==> src/sv/bctd_pkg.sv <==
`timescale 1ns / 1ps
package bctd_pkg;

  localparam int unsigned MAX_SIDE_DEF = 8192;
  localparam int unsigned QUEUE_DEPTH  = 2;

  // texture_format codes (code three decodes as DXT5)
  localparam logic [1:0] FMT_DXT1 = 2'd0;
  localparam logic [1:0] FMT_DXT3 = 2'd1;
  localparam logic [1:0] FMT_DXT5 = 2'd2;

  // register indexes, byte address 4*index
  localparam logic [1:0] REG_FORMAT = 2'd0;
  localparam logic [1:0] REG_WIDTH  = 2'd1;
  localparam logic [1:0] REG_HEIGHT = 2'd2;

  localparam logic [1:0] TRANSPARENT_IDX = 2'd3;

  // partial results of one block between the two front stages
  typedef struct packed {
    logic [12:0]       bx;
    logic [12:0]       by;
    logic [1:0]        last_col;
    logic [1:0]        last_row;
    logic              empty;
    logic [1:0]        fmt;
    logic              three;
    logic [2:0][7:0]   e0;
    logic [2:0][7:0]   e1;
    logic [2:0][9:0]   s2;
    logic [2:0][9:0]   s3;
    logic [2:0][8:0]   sm;
    logic [7:0]        a0;
    logic [7:0]        a1;
    logic              agt;
    logic [5:0][10:0]  as;
    logic [63:0]       aw;
    logic [31:0]       cidx;
  } bctd_sums_t;

  // one decoded block waiting for the texel walker
  typedef struct packed {
    logic [12:0]          bx;
    logic [12:0]          by;
    logic [1:0]           last_col;
    logic [1:0]           last_row;
    logic [1:0]           fmt;
    logic                 three;
    logic [3:0][2:0][7:0] pal;
    logic [7:0][7:0]      atab;
    logic [63:0]          aw;
    logic [31:0]          cidx;
  } bctd_entry_t;

  typedef struct packed {
    logic [12:0] x;
    logic [12:0] y;
    logic [7:0]  r;
    logic [7:0]  g;
    logic [7:0]  b;
    logic [7:0]  a;
    logic        last;
  } bctd_texel_t;

  // v*255/31 truncated, by reciprocal 8457/2^18
  function automatic logic [7:0] exp5(input logic [4:0] v);
    logic [27:0] p;
    p = 28'(v) * 28'd2156535;
    return p[25:18];
  endfunction

  // v*255/63 truncated, by reciprocal 16645/2^20
  function automatic logic [7:0] exp6(input logic [5:0] v);
    logic [29:0] p;
    p = 30'(v) * 30'd4244475;
    return p[27:20];
  endfunction

  // x/3 for x <= 765
  function automatic logic [7:0] div3(input logic [9:0] x);
    logic [20:0] p;
    p = 21'(x) * 21'd683;
    return p[18:11];
  endfunction

  // x/5 for x <= 1275
  function automatic logic [7:0] div5(input logic [10:0] x);
    logic [24:0] p;
    p = 25'(x) * 25'd3277;
    return p[21:14];
  endfunction

  // x/7 for x <= 1785
  function automatic logic [7:0] div7(input logic [10:0] x);
    logic [24:0] p;
    p = 25'(x) * 25'd2341;
    return p[21:14];
  endfunction

endpackage

==> src/sv/bc_texture_block_decoder.sv <==
// channel   dir  handshake                    payload
// in_       in   in_tvalid / in_tready        in_tdata: one compressed 4x4 block
// out_      out  out_tvalid / out_tready      out_tdata + out_tlast: one texel
// cfg_      in   psel, penable, pready        format, width, height registers
//
// One texel leaves per cycle while out_tready is high and a block is queued; a
// block yields its texels inside the image (1 to 16), walked from the block queue.
// Blocks wholly outside the image are dropped in the front and yield no texels.
// A block passes front stages one and two, then the queue; texels leave registered.
// Synchronous reset clears the registers to DXT1, 4x4 and empties the pipeline.
// out_tready low holds the output; the front keeps accepting until its two-entry
// queue and both front stages are full.
`timescale 1ns / 1ps
module bc_texture_block_decoder import bctd_pkg::*; #(
  parameter int unsigned MAX_SIDE = MAX_SIDE_DEF
) (
  input  logic         clk,
  input  logic         rst_n,
  input  logic         in_tvalid,
  output logic         in_tready,
  input  logic [151:0] in_tdata,   // block_col, block_row, alpha_word, color_word, pad
  output logic         out_tvalid,
  input  logic         out_tready,
  output logic [63:0]  out_tdata,  // pixel_x, pixel_y, red, green, blue, alpha, pad
  output logic         out_tlast,
  input  logic         cfg_psel,
  input  logic         cfg_penable,
  input  logic         cfg_pwrite,
  input  logic [3:0]   cfg_paddr,
  input  logic [31:0]  cfg_pwdata,
  output logic [31:0]  cfg_prdata,
  output logic         cfg_pready
);

  logic [1:0]  fmt_r;
  logic [13:0] width_r;
  logic [13:0] height_r;
  logic        cfg_wr;

  logic        push;
  bctd_entry_t push_entry;
  logic        q_full;
  logic        head_valid;
  bctd_entry_t head;
  logic        pop;
  bctd_texel_t texel;

  assign cfg_pready = 1'b1;
  assign cfg_wr     = cfg_psel && cfg_penable && cfg_pwrite && cfg_pready;

  always_ff @(posedge clk) begin
    if (!rst_n) begin
      fmt_r    <= FMT_DXT1;
      width_r  <= 14'd4;
      height_r <= 14'd4;
    end else if (cfg_wr) begin
      case (cfg_paddr[3:2])
        REG_FORMAT: fmt_r    <= cfg_pwdata[1:0];
        REG_WIDTH:  width_r  <= cfg_pwdata[13:0];
        REG_HEIGHT: height_r <= cfg_pwdata[13:0];
        default: ;
      endcase
    end
  end

  always_comb begin
    case (cfg_paddr[3:2])
      REG_FORMAT: cfg_prdata = 32'(fmt_r);
      REG_WIDTH:  cfg_prdata = 32'(width_r);
      REG_HEIGHT: cfg_prdata = 32'(height_r);
      default:    cfg_prdata = 32'd0;
    endcase
  end

  bctd_front #(
    .MAX_SIDE (MAX_SIDE)
  ) u_front (
    .clk        (clk),
    .rst_n      (rst_n),
    .in_valid   (in_tvalid),
    .in_ready   (in_tready),
    .block_col  (in_tdata[10:0]),
    .block_row  (in_tdata[21:11]),
    .alpha_word (in_tdata[85:22]),
    .color_word (in_tdata[149:86]),
    .fmt        (fmt_r),
    .img_w      (width_r),
    .img_h      (height_r),
    .q_full     (q_full),
    .push       (push),
    .push_entry (push_entry)
  );

  bctd_queue u_queue (
    .clk        (clk),
    .rst_n      (rst_n),
    .push       (push),
    .push_entry (push_entry),
    .pop        (pop),
    .full       (q_full),
    .head_valid (head_valid),
    .head       (head)
  );

  bctd_back u_back (
    .clk        (clk),
    .rst_n      (rst_n),
    .head_valid (head_valid),
    .head       (head),
    .pop        (pop),
    .out_valid  (out_tvalid),
    .out_ready  (out_tready),
    .texel      (texel)
  );

  assign out_tdata = {6'd0, texel.a, texel.b, texel.g, texel.r, texel.y, texel.x};
  assign out_tlast = texel.last;

endmodule

==> src/sv/bctd_front.sv <==
`timescale 1ns / 1ps
module bctd_front import bctd_pkg::*; #(
  parameter int unsigned MAX_SIDE = MAX_SIDE_DEF
) (
  input  logic        clk,
  input  logic        rst_n,
  input  logic        in_valid,
  output logic        in_ready,
  input  logic [10:0] block_col,
  input  logic [10:0] block_row,
  input  logic [63:0] alpha_word,
  input  logic [63:0] color_word,
  input  logic [1:0]  fmt,
  input  logic [13:0] img_w,
  input  logic [13:0] img_h,
  input  logic        q_full,
  output logic        push,
  output bctd_entry_t push_entry
);

  logic        f1_v_r;
  logic [10:0] f1_col_r;
  logic [10:0] f1_row_r;
  logic [63:0] f1_aw_r;
  logic [63:0] f1_cw_r;
  logic        f2_v_r;
  bctd_sums_t  f2_r;
  bctd_sums_t  f2_nxt;
  logic        f2_leave;
  logic        f2_take;

  logic [15:0]     c0;
  logic [15:0]     c1;
  logic [2:0][7:0] e0;
  logic [2:0][7:0] e1;
  logic [14:0]     wlim;
  logic [14:0]     hlim;
  logic [14:0]     dx;
  logic [14:0]     dy;
  logic            col_out;
  logic            row_out;

  // a block wholly outside the image just drains out of stage two
  assign f2_leave = f2_v_r && (f2_r.empty || !q_full);
  assign f2_take  = !f2_v_r || f2_leave;
  assign in_ready = !f1_v_r || f2_take;
  assign push     = f2_v_r && !f2_r.empty && !q_full;

  always_ff @(posedge clk) begin
    if (!rst_n) begin
      f1_v_r <= 1'b0;
      f2_v_r <= 1'b0;
    end else begin
      if (in_ready) f1_v_r <= in_valid;
      if (f2_take)  f2_v_r <= f1_v_r;
    end
  end

  always_ff @(posedge clk) begin
    if (in_valid && in_ready) begin
      f1_col_r <= block_col;
      f1_row_r <= block_row;
      f1_aw_r  <= alpha_word;
      f1_cw_r  <= color_word;
    end
    if (f2_take && f1_v_r) f2_r <= f2_nxt;
  end

  // clip limits
  always_comb begin
    wlim    = ({1'b0, img_w} < 15'(MAX_SIDE)) ? {1'b0, img_w} : 15'(MAX_SIDE);
    hlim    = ({1'b0, img_h} < 15'(MAX_SIDE)) ? {1'b0, img_h} : 15'(MAX_SIDE);
    col_out = {2'b00, f1_col_r, 2'b00} >= wlim;
    row_out = {2'b00, f1_row_r, 2'b00} >= hlim;
    dx      = wlim - {2'b00, f1_col_r, 2'b00};
    dy      = hlim - {2'b00, f1_row_r, 2'b00};
  end

  // stage one to two: endpoint expansion, interpolation sums, clip
  always_comb begin
    c0    = f1_cw_r[15:0];
    c1    = f1_cw_r[31:16];
    e0[0] = exp5(c0[15:11]);
    e0[1] = exp6(c0[10:5]);
    e0[2] = exp5(c0[4:0]);
    e1[0] = exp5(c1[15:11]);
    e1[1] = exp6(c1[10:5]);
    e1[2] = exp5(c1[4:0]);

    f2_nxt          = '0;
    f2_nxt.bx       = {f1_col_r, 2'b00};
    f2_nxt.by       = {f1_row_r, 2'b00};
    f2_nxt.empty    = col_out || row_out;
    f2_nxt.last_col = (dx >= 15'd4) ? 2'd3 : dx[1:0] - 2'd1;
    f2_nxt.last_row = (dy >= 15'd4) ? 2'd3 : dy[1:0] - 2'd1;
    f2_nxt.fmt      = fmt;
    f2_nxt.three    = (fmt == FMT_DXT1) && (c0 <= c1);
    f2_nxt.e0       = e0;
    f2_nxt.e1       = e1;
    for (int k = 0; k < 3; k++) begin
      f2_nxt.s2[k] = 10'({e0[k], 1'b0}) + 10'(e1[k]);
      f2_nxt.s3[k] = 10'(e0[k]) + 10'({e1[k], 1'b0});
      f2_nxt.sm[k] = 9'(e0[k]) + 9'(e1[k]);
    end

    f2_nxt.a0  = f1_aw_r[7:0];
    f2_nxt.a1  = f1_aw_r[15:8];
    f2_nxt.agt = f1_aw_r[7:0] > f1_aw_r[15:8];
    for (int i = 0; i < 6; i++) begin
      if (f1_aw_r[7:0] > f1_aw_r[15:8]) begin
        f2_nxt.as[i] = 11'(f1_aw_r[7:0]) * 11'(6 - i) + 11'(f1_aw_r[15:8]) * 11'(i + 1);
      end else if (i < 4) begin
        f2_nxt.as[i] = 11'(f1_aw_r[7:0]) * 11'(4 - i) + 11'(f1_aw_r[15:8]) * 11'(i + 1);
      end else begin
        f2_nxt.as[i] = '0;
      end
    end
    f2_nxt.aw   = f1_aw_r;
    f2_nxt.cidx = f1_cw_r[63:32];
  end

  // stage two into the queue: divisions by reciprocal
  always_comb begin
    push_entry          = '0;
    push_entry.bx       = f2_r.bx;
    push_entry.by       = f2_r.by;
    push_entry.last_col = f2_r.last_col;
    push_entry.last_row = f2_r.last_row;
    push_entry.fmt      = f2_r.fmt;
    push_entry.three    = f2_r.three;
    push_entry.aw       = f2_r.aw;
    push_entry.cidx     = f2_r.cidx;
    for (int k = 0; k < 3; k++) begin
      push_entry.pal[0][k] = f2_r.e0[k];
      push_entry.pal[1][k] = f2_r.e1[k];
      if (f2_r.three) begin
        push_entry.pal[2][k] = f2_r.sm[k][8:1];
        push_entry.pal[3][k] = 8'd0;
      end else begin
        push_entry.pal[2][k] = div3(f2_r.s2[k]);
        push_entry.pal[3][k] = div3(f2_r.s3[k]);
      end
    end
    push_entry.atab[0] = f2_r.a0;
    push_entry.atab[1] = f2_r.a1;
    for (int i = 0; i < 6; i++) begin
      if (f2_r.agt) begin
        push_entry.atab[i + 2] = div7(f2_r.as[i]);
      end else if (i < 4) begin
        push_entry.atab[i + 2] = div5(f2_r.as[i]);
      end else if (i == 4) begin
        push_entry.atab[i + 2] = 8'd0;
      end else begin
        push_entry.atab[i + 2] = 8'd255;
      end
    end
  end

endmodule

==> src/sv/bctd_queue.sv <==
`timescale 1ns / 1ps
module bctd_queue import bctd_pkg::*; (
  input  logic        clk,
  input  logic        rst_n,
  input  logic        push,
  input  bctd_entry_t push_entry,
  input  logic        pop,
  output logic        full,
  output logic        head_valid,
  output bctd_entry_t head
);

  localparam int unsigned PW = (QUEUE_DEPTH > 1) ? $clog2(QUEUE_DEPTH) : 1;
  localparam int unsigned CW = $clog2(QUEUE_DEPTH + 1);

  bctd_entry_t   mem_r [QUEUE_DEPTH];
  logic [PW-1:0] wr_ptr_r;
  logic [PW-1:0] rd_ptr_r;
  logic [CW-1:0] cnt_r;
  logic [PW-1:0] wr_ptr_nxt;
  logic [PW-1:0] rd_ptr_nxt;
  logic [CW-1:0] cnt_nxt;

  assign full       = cnt_r == CW'(QUEUE_DEPTH);
  assign head_valid = cnt_r != '0;
  assign head       = mem_r[rd_ptr_r];

  always_comb begin
    wr_ptr_nxt = wr_ptr_r;
    rd_ptr_nxt = rd_ptr_r;
    cnt_nxt    = cnt_r;
    if (push) begin
      wr_ptr_nxt = (wr_ptr_r == PW'(QUEUE_DEPTH - 1)) ? '0 : wr_ptr_r + 1'b1;
    end
    if (pop) begin
      rd_ptr_nxt = (rd_ptr_r == PW'(QUEUE_DEPTH - 1)) ? '0 : rd_ptr_r + 1'b1;
    end
    if (push && !pop) begin
      cnt_nxt = cnt_r + 1'b1;
    end else if (pop && !push) begin
      cnt_nxt = cnt_r - 1'b1;
    end
  end

  always_ff @(posedge clk) begin
    if (!rst_n) begin
      wr_ptr_r <= '0;
      rd_ptr_r <= '0;
      cnt_r    <= '0;
    end else begin
      wr_ptr_r <= wr_ptr_nxt;
      rd_ptr_r <= rd_ptr_nxt;
      cnt_r    <= cnt_nxt;
    end
  end

  always_ff @(posedge clk) begin
    if (push) mem_r[wr_ptr_r] <= push_entry;
  end

endmodule

==> src/sv/bctd_back.sv <==
`timescale 1ns / 1ps
module bctd_back import bctd_pkg::*; (
  input  logic        clk,
  input  logic        rst_n,
  input  logic        head_valid,
  input  bctd_entry_t head,
  output logic        pop,
  output logic        out_valid,
  input  logic        out_ready,
  output bctd_texel_t texel
);

  logic [1:0]  cx_r;
  logic [1:0]  ry_r;
  logic        out_v_r;
  bctd_texel_t texel_r;
  logic [1:0]  cx_nxt;
  logic [1:0]  ry_nxt;
  logic        out_v_nxt;
  bctd_texel_t texel_nxt;
  logic        load;
  logic        end_col;
  logic        end_blk;
  logic [3:0]  ti;
  logic [1:0]  ci;
  logic [3:0]  nib;
  logic [2:0]  aidx;

  assign load    = head_valid && (!out_v_r || out_ready);
  assign end_col = cx_r == head.last_col;
  assign end_blk = end_col && (ry_r == head.last_row);
  assign pop     = load && end_blk;
  assign ti      = {ry_r, cx_r};

  always_comb begin
    ci   = head.cidx[{ti, 1'b0} +: 2];
    nib  = head.aw[{ti, 2'b00} +: 4];
    aidx = head.aw[6'd16 + 6'(ti) * 6'd3 +: 3];

    texel_nxt      = '0;
    texel_nxt.x    = head.bx + 13'(cx_r);
    texel_nxt.y    = head.by + 13'(ry_r);
    texel_nxt.r    = head.pal[ci][0];
    texel_nxt.g    = head.pal[ci][1];
    texel_nxt.b    = head.pal[ci][2];
    texel_nxt.last = end_blk;
    case (head.fmt)
      FMT_DXT1: texel_nxt.a = (head.three && ci == TRANSPARENT_IDX) ? 8'd0 : 8'd255;
      FMT_DXT3: texel_nxt.a = {nib, nib};
      default:  texel_nxt.a = head.atab[aidx];
    endcase
  end

  // walk the in-image rectangle of the head block, raster order
  always_comb begin
    cx_nxt    = cx_r;
    ry_nxt    = ry_r;
    out_v_nxt = out_v_r;
    if (load) begin
      out_v_nxt = 1'b1;
      if (end_col) begin
        cx_nxt = 2'd0;
        ry_nxt = end_blk ? 2'd0 : ry_r + 2'd1;
      end else begin
        cx_nxt = cx_r + 2'd1;
      end
    end else if (out_ready) begin
      out_v_nxt = 1'b0;
    end
  end

  always_ff @(posedge clk) begin
    if (!rst_n) begin
      cx_r    <= 2'd0;
      ry_r    <= 2'd0;
      out_v_r <= 1'b0;
    end else begin
      cx_r    <= cx_nxt;
      ry_r    <= ry_nxt;
      out_v_r <= out_v_nxt;
    end
  end

  always_ff @(posedge clk) begin
    if (load) texel_r <= texel_nxt;
  end

  assign out_valid = out_v_r;
  assign texel     = texel_r;

endmodule

==> config.mk <==
export PLATFORM = sky130hd
export DESIGN_NAME = bc_texture_block_decoder
export DESIGN_NICKNAME = d
export VERILOG_FILES = /design/src/sv/bctd_pkg.sv /design/src/sv/bc_texture_block_decoder.sv /design/src/sv/bctd_front.sv /design/src/sv/bctd_queue.sv /design/src/sv/bctd_back.sv
export SDC_FILE = /design/constraint.sdc
export NUM_CORES = 2
export LEC_CHECK = 0
export CORE_MARGIN = 2
export CORE_UTILIZATION = 41
export DETAILED_ROUTE_END_ITERATION = 16
export DONT_BUFFER_PORTS = 1
export GPL_ROUTABILITY_DRIVEN = 0
export GPL_TIMING_DRIVEN = 0
export PLACE_DENSITY = 0.65
export SYNTH_ARGS = -nofsm -noshare
export SYNTH_HDL_FRONTEND = slang
export SYNTH_SLANG_ARGS = --single-unit
==> constraint.sdc <==
create_clock -name clk -period 20.3 [get_ports clk]
set_input_delay 2.03 -clock clk [delete_from_list [all_inputs] [get_ports clk]]
set_output_delay 2.03 -clock clk [all_outputs]
set_load 0.005 [all_outputs]
# Yosys cells after proc, flatten, opt, wreduce, memory -nomap -nowiden
# Memories as Yosys holds them, arrays and structs flattened. A register that Yosys moved wholly into a read port is not among the register bits.
# Cells that the tools add are included.
[op_classes]
n_mux = 37
add_sub_neg = 32
n_mul = 29
n_reduce_logical = 36
shift = 3
magnitude_cmp = 10
n_eq_ne = 7
[op_table]
columns = ["op", "n"]
rows = [
  ["multiplier 11 x 12 -> 22 bit (second input constant)", 10],
  ["multiplier 10 x 10 -> 19 bit (second input constant)", 6],
  ["2-to-1 mux 8 bit", 14],
  ["multiplier 5 x 22 -> 26 bit (second input constant)", 4],
  ["indexed part select 64 x 7 -> 3 bit", 1],
  ["indexed part select 64 x 7 -> 4 bit", 1],
  ["multiplier 6 x 23 -> 28 bit (second input constant)", 2],
  ["binary-select mux 24 bit (select 2 bit)", 1],
  ["2-to-1 mux 11 bit", 4],
  ["case mux 14 bit (3 select lines)", 1],
  ["multiplier 8 x 2 -> 10 bit (second input constant)", 4],
  ["indexed part select 32 x 6 -> 2 bit", 1],
  ["adder 8 x 9 -> 10 bit", 3],
  ["adder 9 x 8 -> 10 bit", 3],
  ["greater-or-equal comparator 13 x 15 -> 1 bit", 2],
  ["greater-or-equal comparator 15 x 3 -> 1 bit (second input constant)", 2],
  ["subtractor 15 x 13 -> 15 bit", 2],
  ["less-than comparator 14 bit (second input constant)", 2],
  ["2-to-1 mux 14 bit", 2],
  ["adder 8 x 8 -> 9 bit", 3],
  ["adder 13 x 2 -> 13 bit", 2],
  ["binary-select mux 8 bit (select 3 bit)", 1],
  ["2-to-1 mux 24 bit", 1],
  ["adder 10 x 10 -> 11 bit", 2],
  ["30 further kinds", 80],
]
[totals]
memories = 1
reg_bits = 594
input_bits = 195
mem_bits_rw = 570
[mem_list]
columns = ["name", "depth", "word_bits", "rd", "rd_ports_with_merged_regs", "wr", "line_no", "text"]
rows = [
  ["u_queue.mem_r", 2, 285, 1, 1, 1, "bctd_queue.sv:16", "bctd_entry_t mem_r [QUEUE_DEPTH];"],
]

# Longest topological paths before layout
[depth]
word_depth = 7
ltp_mapped = 25
depth_no_buf = 25

# Modules after synthesis
# A second synthesis with hierarchy kept.
[hier_totals]
cells_unflattened = 7101
area_unflattened_um2 = 88038.2
[modules_own_cells]
columns = ["module", "cells_each", "seq_area_each_um2", "area_each_um2", "instances"]
rows = [
  ["bctd_front", 5507, 14003.4, 58213.3, 1],
  ["bctd_queue", 921, 17456.7, 21897.3, 1],
  ["bctd_back", 506, 1871.8, 6357.3, 1],
  ["bc_texture_block_decoder", 167, 600.6, 1570.3, 1],
]

# Worst setup path before layout
# Ideal clock, no wire load.
[synth_path]
kind = "register to register"
from = "reg u_queue.cnt_r[0]"
to = "reg u_front.f2_r[100] (netlist name) (enable)"
arrival_ps = 14451
path_buffers = 1
t_required_ps = 19268
path_stages_with_launch = 4
setup_slack_ps = 4817
synth_period_minus_slack_ps = 15483
cell_sequence = "dfxtp_1 clkbuf_1 nor3b_1 nor2b_1"
[synth_between]
elab_chain_len = 6
[synth_lines]
columns = ["item", "line_no", "text"]
rows = [
  ["start, declared", "bctd_queue.sv:19", "logic [CW-1:0] cnt_r;"],
  ["start signal, assigned", "bctd_queue.sv:53", "cnt_r <= cnt_nxt;"],
  ["equality test 2 bit", "bctd_queue.sv:24", "assign full = cnt_r == CW'(QUEUE_DEPTH);"],
  ["zero test 1 bit", "bctd_front.sv:44", "assign f2_leave = f2_v_r && (f2_r.empty || !q_full);"],
  ["logical OR 1 bit", "bctd_front.sv:44", ""],
  ["logical AND 1 bit", "bctd_front.sv:44", ""],
  ["logical OR 1 bit", "bctd_front.sv:45", "assign f2_take = !f2_v_r || f2_leave;"],
  ["logical AND 1 bit", "bctd_front.sv:66", "if (f2_take && f1_v_r) f2_r <= f2_nxt;"],
  ["end signal, assigned", "bctd_front.sv:66", ""],
  ["end, declared", "bctd_front.sv:27", "bctd_sums_t f2_r;"],
]
# Every way passes these cells.
# A chain may end at the register's enable or synchronous reset.

==> impl_metrics.ini <==
[critical_path]
reg2reg_slack_ps = 13380
cp-start-kind = flop
slowest_stage = o21bai_1
path_max_fanout = 6
r2r_start = u_front.f1_cw_r[23]
worstRegToRegCells = 22
crit_top_cell = inv_1
critPathTopFamily = adder cells
crit_buf_inv = 5
crit_chain = inv_1 > fa_1 > inv_1 > fa_1 > inv_1 > fa_1 > inv_1 > ha_1 > o21a_1 > o31ai_1 > o21ai_0 > o2111ai_1 > a21boi_0 > o21bai_1 > inv_1 > ha_1 > a21oi_1 > a21oi_1 > or4_1 > a31o_2 > a21oi_1 > xnor2_1
r2r-end = u_front.f2_r[254]
worstPathRequired_ps = 20810
slowest_delay_ps = 660
worstSetupPathType = reg2reg
cp.arrival_ps = 7430
endpoint_kind = flop

[logic_synthesis]
synth_top_flop_cell = edfxtp_1
syn_area_per_cell_sq_um = 12.5
synth_edf_count = 1062
synth_top_area_cell = edfxtp_1
synth_top_family_by_area = adder cells
synthAdderAreaFrac = 0.325
synthTopCellsByArea = edfxtp_1, ha_1, fa_1
yosysTopAreaCellShare = 0.383
synth-seq-area-share = 0.393
synth-simple-area-share = 0.0540
async_flop_share = 0
synth_xor_area_frac = 0.0332
synth_cells = 6691
ys_ff_latch = 1104
syn_area_sq_mm = 0.0833
synth.area.mux_share = 0.0655
synth_compound_area_frac = 0.0713
yosys_warnings = 0
yosysUniqueCellTypes = 92

[routing]
drt_iter0_markers = 3521
first_pass_iters = 7
wl_per_cell_um = 20.5
drc = 0
vias = 51100
ant_nets = 0
vias_per_cell = 5.29
wl_um = 198000

[global_route]
first_global_vias = 53700
grt_max_degree = 68
antenna_found_initial = 25
grt_pass1_wl_um = 309000
grt.total_usage = 0.194
grt-ovfl-total = 0

[cts]
cts.path.max_buffers = 3
clockRootBuffer = clkbuf_16
cts_post_setup_buffers_inserted = 0
cts_resized = 0
hold_buffers = 0
cts.sinks = 1104
htreeDepth = 3
cts_tree = built
cts_buffers = 120
clock_latency_ps = 800
path_clk_slew_ps = 60

[timing]
finalSetupViolations = 0
finClkSkew_ps = 59.1
max_slew_margin = 0.0570
max_freq_mhz = 144
tns_ps = 0
period_share = 0.341
rsz0062_at_grt = no
fin_crit_ps = 6920
slew_viol_final = 0
hold_viol = 0
worst_pin_slew_ps = 1410

[power_and_ir_drop]
power.ir.vdd_worst_v = 0.000103
finalPower_mw = 10.9
power.density_mw_per_mm2 = 119
power.leakage_nw = 39.8

[die]
coreArea_sq_mm = 0.202
die_h_um = 455
pin_count = 295
num_rows = 165
die_area_sq_mm = 0.207
die_w_um = 455
start_util = 0.412

[final_layout]
post-route-util = 0.454
area_delta_synth_final_pct = 10.0
drive_above_1_share = 0.0827
layout.nets = 8933
mostFrequentLayoutCell = ha_1
final_cell_mix = ha_1, inv_1, edfxtp_1
final_area_sq_mm = 0.0917

[min_path]
min_path_type = reg2reg
hold_depth = 0
hold_path_end = u_front.push_entry[49]
min_from = u_front.f1_aw_r[17]

[job]
cap_violations = 0

[run_status]
outcome = finished, final reports clean

[place]
detailedPlacementHpwl_um = 157000
placed_area_sq_mm = 0.0875
io_buffers = 0
==> cell families after synthesis <==
logic type	Yosys count
AOI/OAI and AO/OA	893
xor gates and xnor gates	316
adders and majority gates	1880
buffers and inverters	1225
DFF	1104
muxes	333
other	2
and+or+nand+nor	938
==> sequential cells by signal, indices dropped and copies added (netlist names), 11 cells and up, named ones only <==
register / count
height_r: 14
u_back.texel: 59
u_front.f1_aw_r: 64
u_front.f1_col_r: 11
u_front.f1_cw_r: 64
u_front.f1_row_r: 11
u_front.f2_r: 148
u_front.push_entry: 167
u_queue.mem_r: 538
width_r: 14
==> layout make-up <==
cell class | count | area, sq um
clock buffers | 136 | 3130
inverters | 1091 | 4100
flip-flops and latches | 1104 | 32700
multi-input cells | 4385 | 45900
well taps | 2672 | 3340
clock inverters | 87 | 1010
repair buffers | 32 | 713
plain buffers | 134 | 738
fillers | 17900 | 110000
diodes | 19 | 47.5
==> report_power, final <==
part           internal [mW]  switching [mW]
Sequential              2.79           0.114
Clock                   1.33           0.953
Combinational           2.48            3.22
Total                   6.60            4.29
==> Yosys cell counts (9+ instances only) <==
master     count
ha_1        1390
inv_1       1090
edfxtp_1    1062
fa_1         480
nand2_1      255
a21oi_1      251
xnor2_1      246
nor2_1       237
mux4_2       157
o21ai_0      136
nor3_1       103
mux2i_1       92
a21o_1        84
nor2b_1       82
mux2_2        79
xor2_1        70
nand3_1       64
clkbuf_1      62
o21a_1        62
a21boi_0      44
dfxtp_1       42
o21bai_1      42
a211oi_1      40
nand2b_1      35
o31ai_1       35
buf_2         31
and2_1        30
or3_1         29
buf_4         28
nand4_1       24
and3_1        22
or2_2         19
a31oi_1       16
o211ai_1      16
o21ai_1       15
a2111oi_0     12
a211o_1       12
a22o_1        12
a31o_2        11
o2111ai_1     11
a41o_1        10
maj3_1         9
o41ai_1        9
==> through the flow <==
step	hold slack [ps]	instances	setup slack, ps
after global placement	404	9386	-3480
after global routing	421	9654	12980
after CTS	402	9640	13420
after floorplan	400	6714	4820
final	411	9660	13380
after detailed placement	405	9417	13450
==> metal layers <==
metal,share of wire,track usage,vias to the layer above
li1,-,-,24100
met1,0.43,0.252,25400
met2,0.48,0.329,1264
met3,0.056,0.0291,303
met4,0.036,0.0675,16
met5,0.00053,0,-
==> worst max-delay path by stage <==
stage	from	endpoint	slack, ps	cells past startpoint
after floorplan	u_queue.cnt_r[0]	u_front.f2_r[100]	4820	3
after global placement	u_queue.cnt_r[0]	u_front.f2_r[151]	-3480	3
after detailed placement	u_front.f1_cw_r[23]	u_front.f2_r[254]	13450	22
after CTS	u_front.f1_cw_r[3]	u_front.f2_r[204]	13420	18
after global routing	u_front.f1_cw_r[3]	u_front.f2_r[204]	12980	18
final	u_front.f1_cw_r[23]	u_front.f2_r[254]	13380	22
Note: power is estimated with default switching activity, not from simulation.
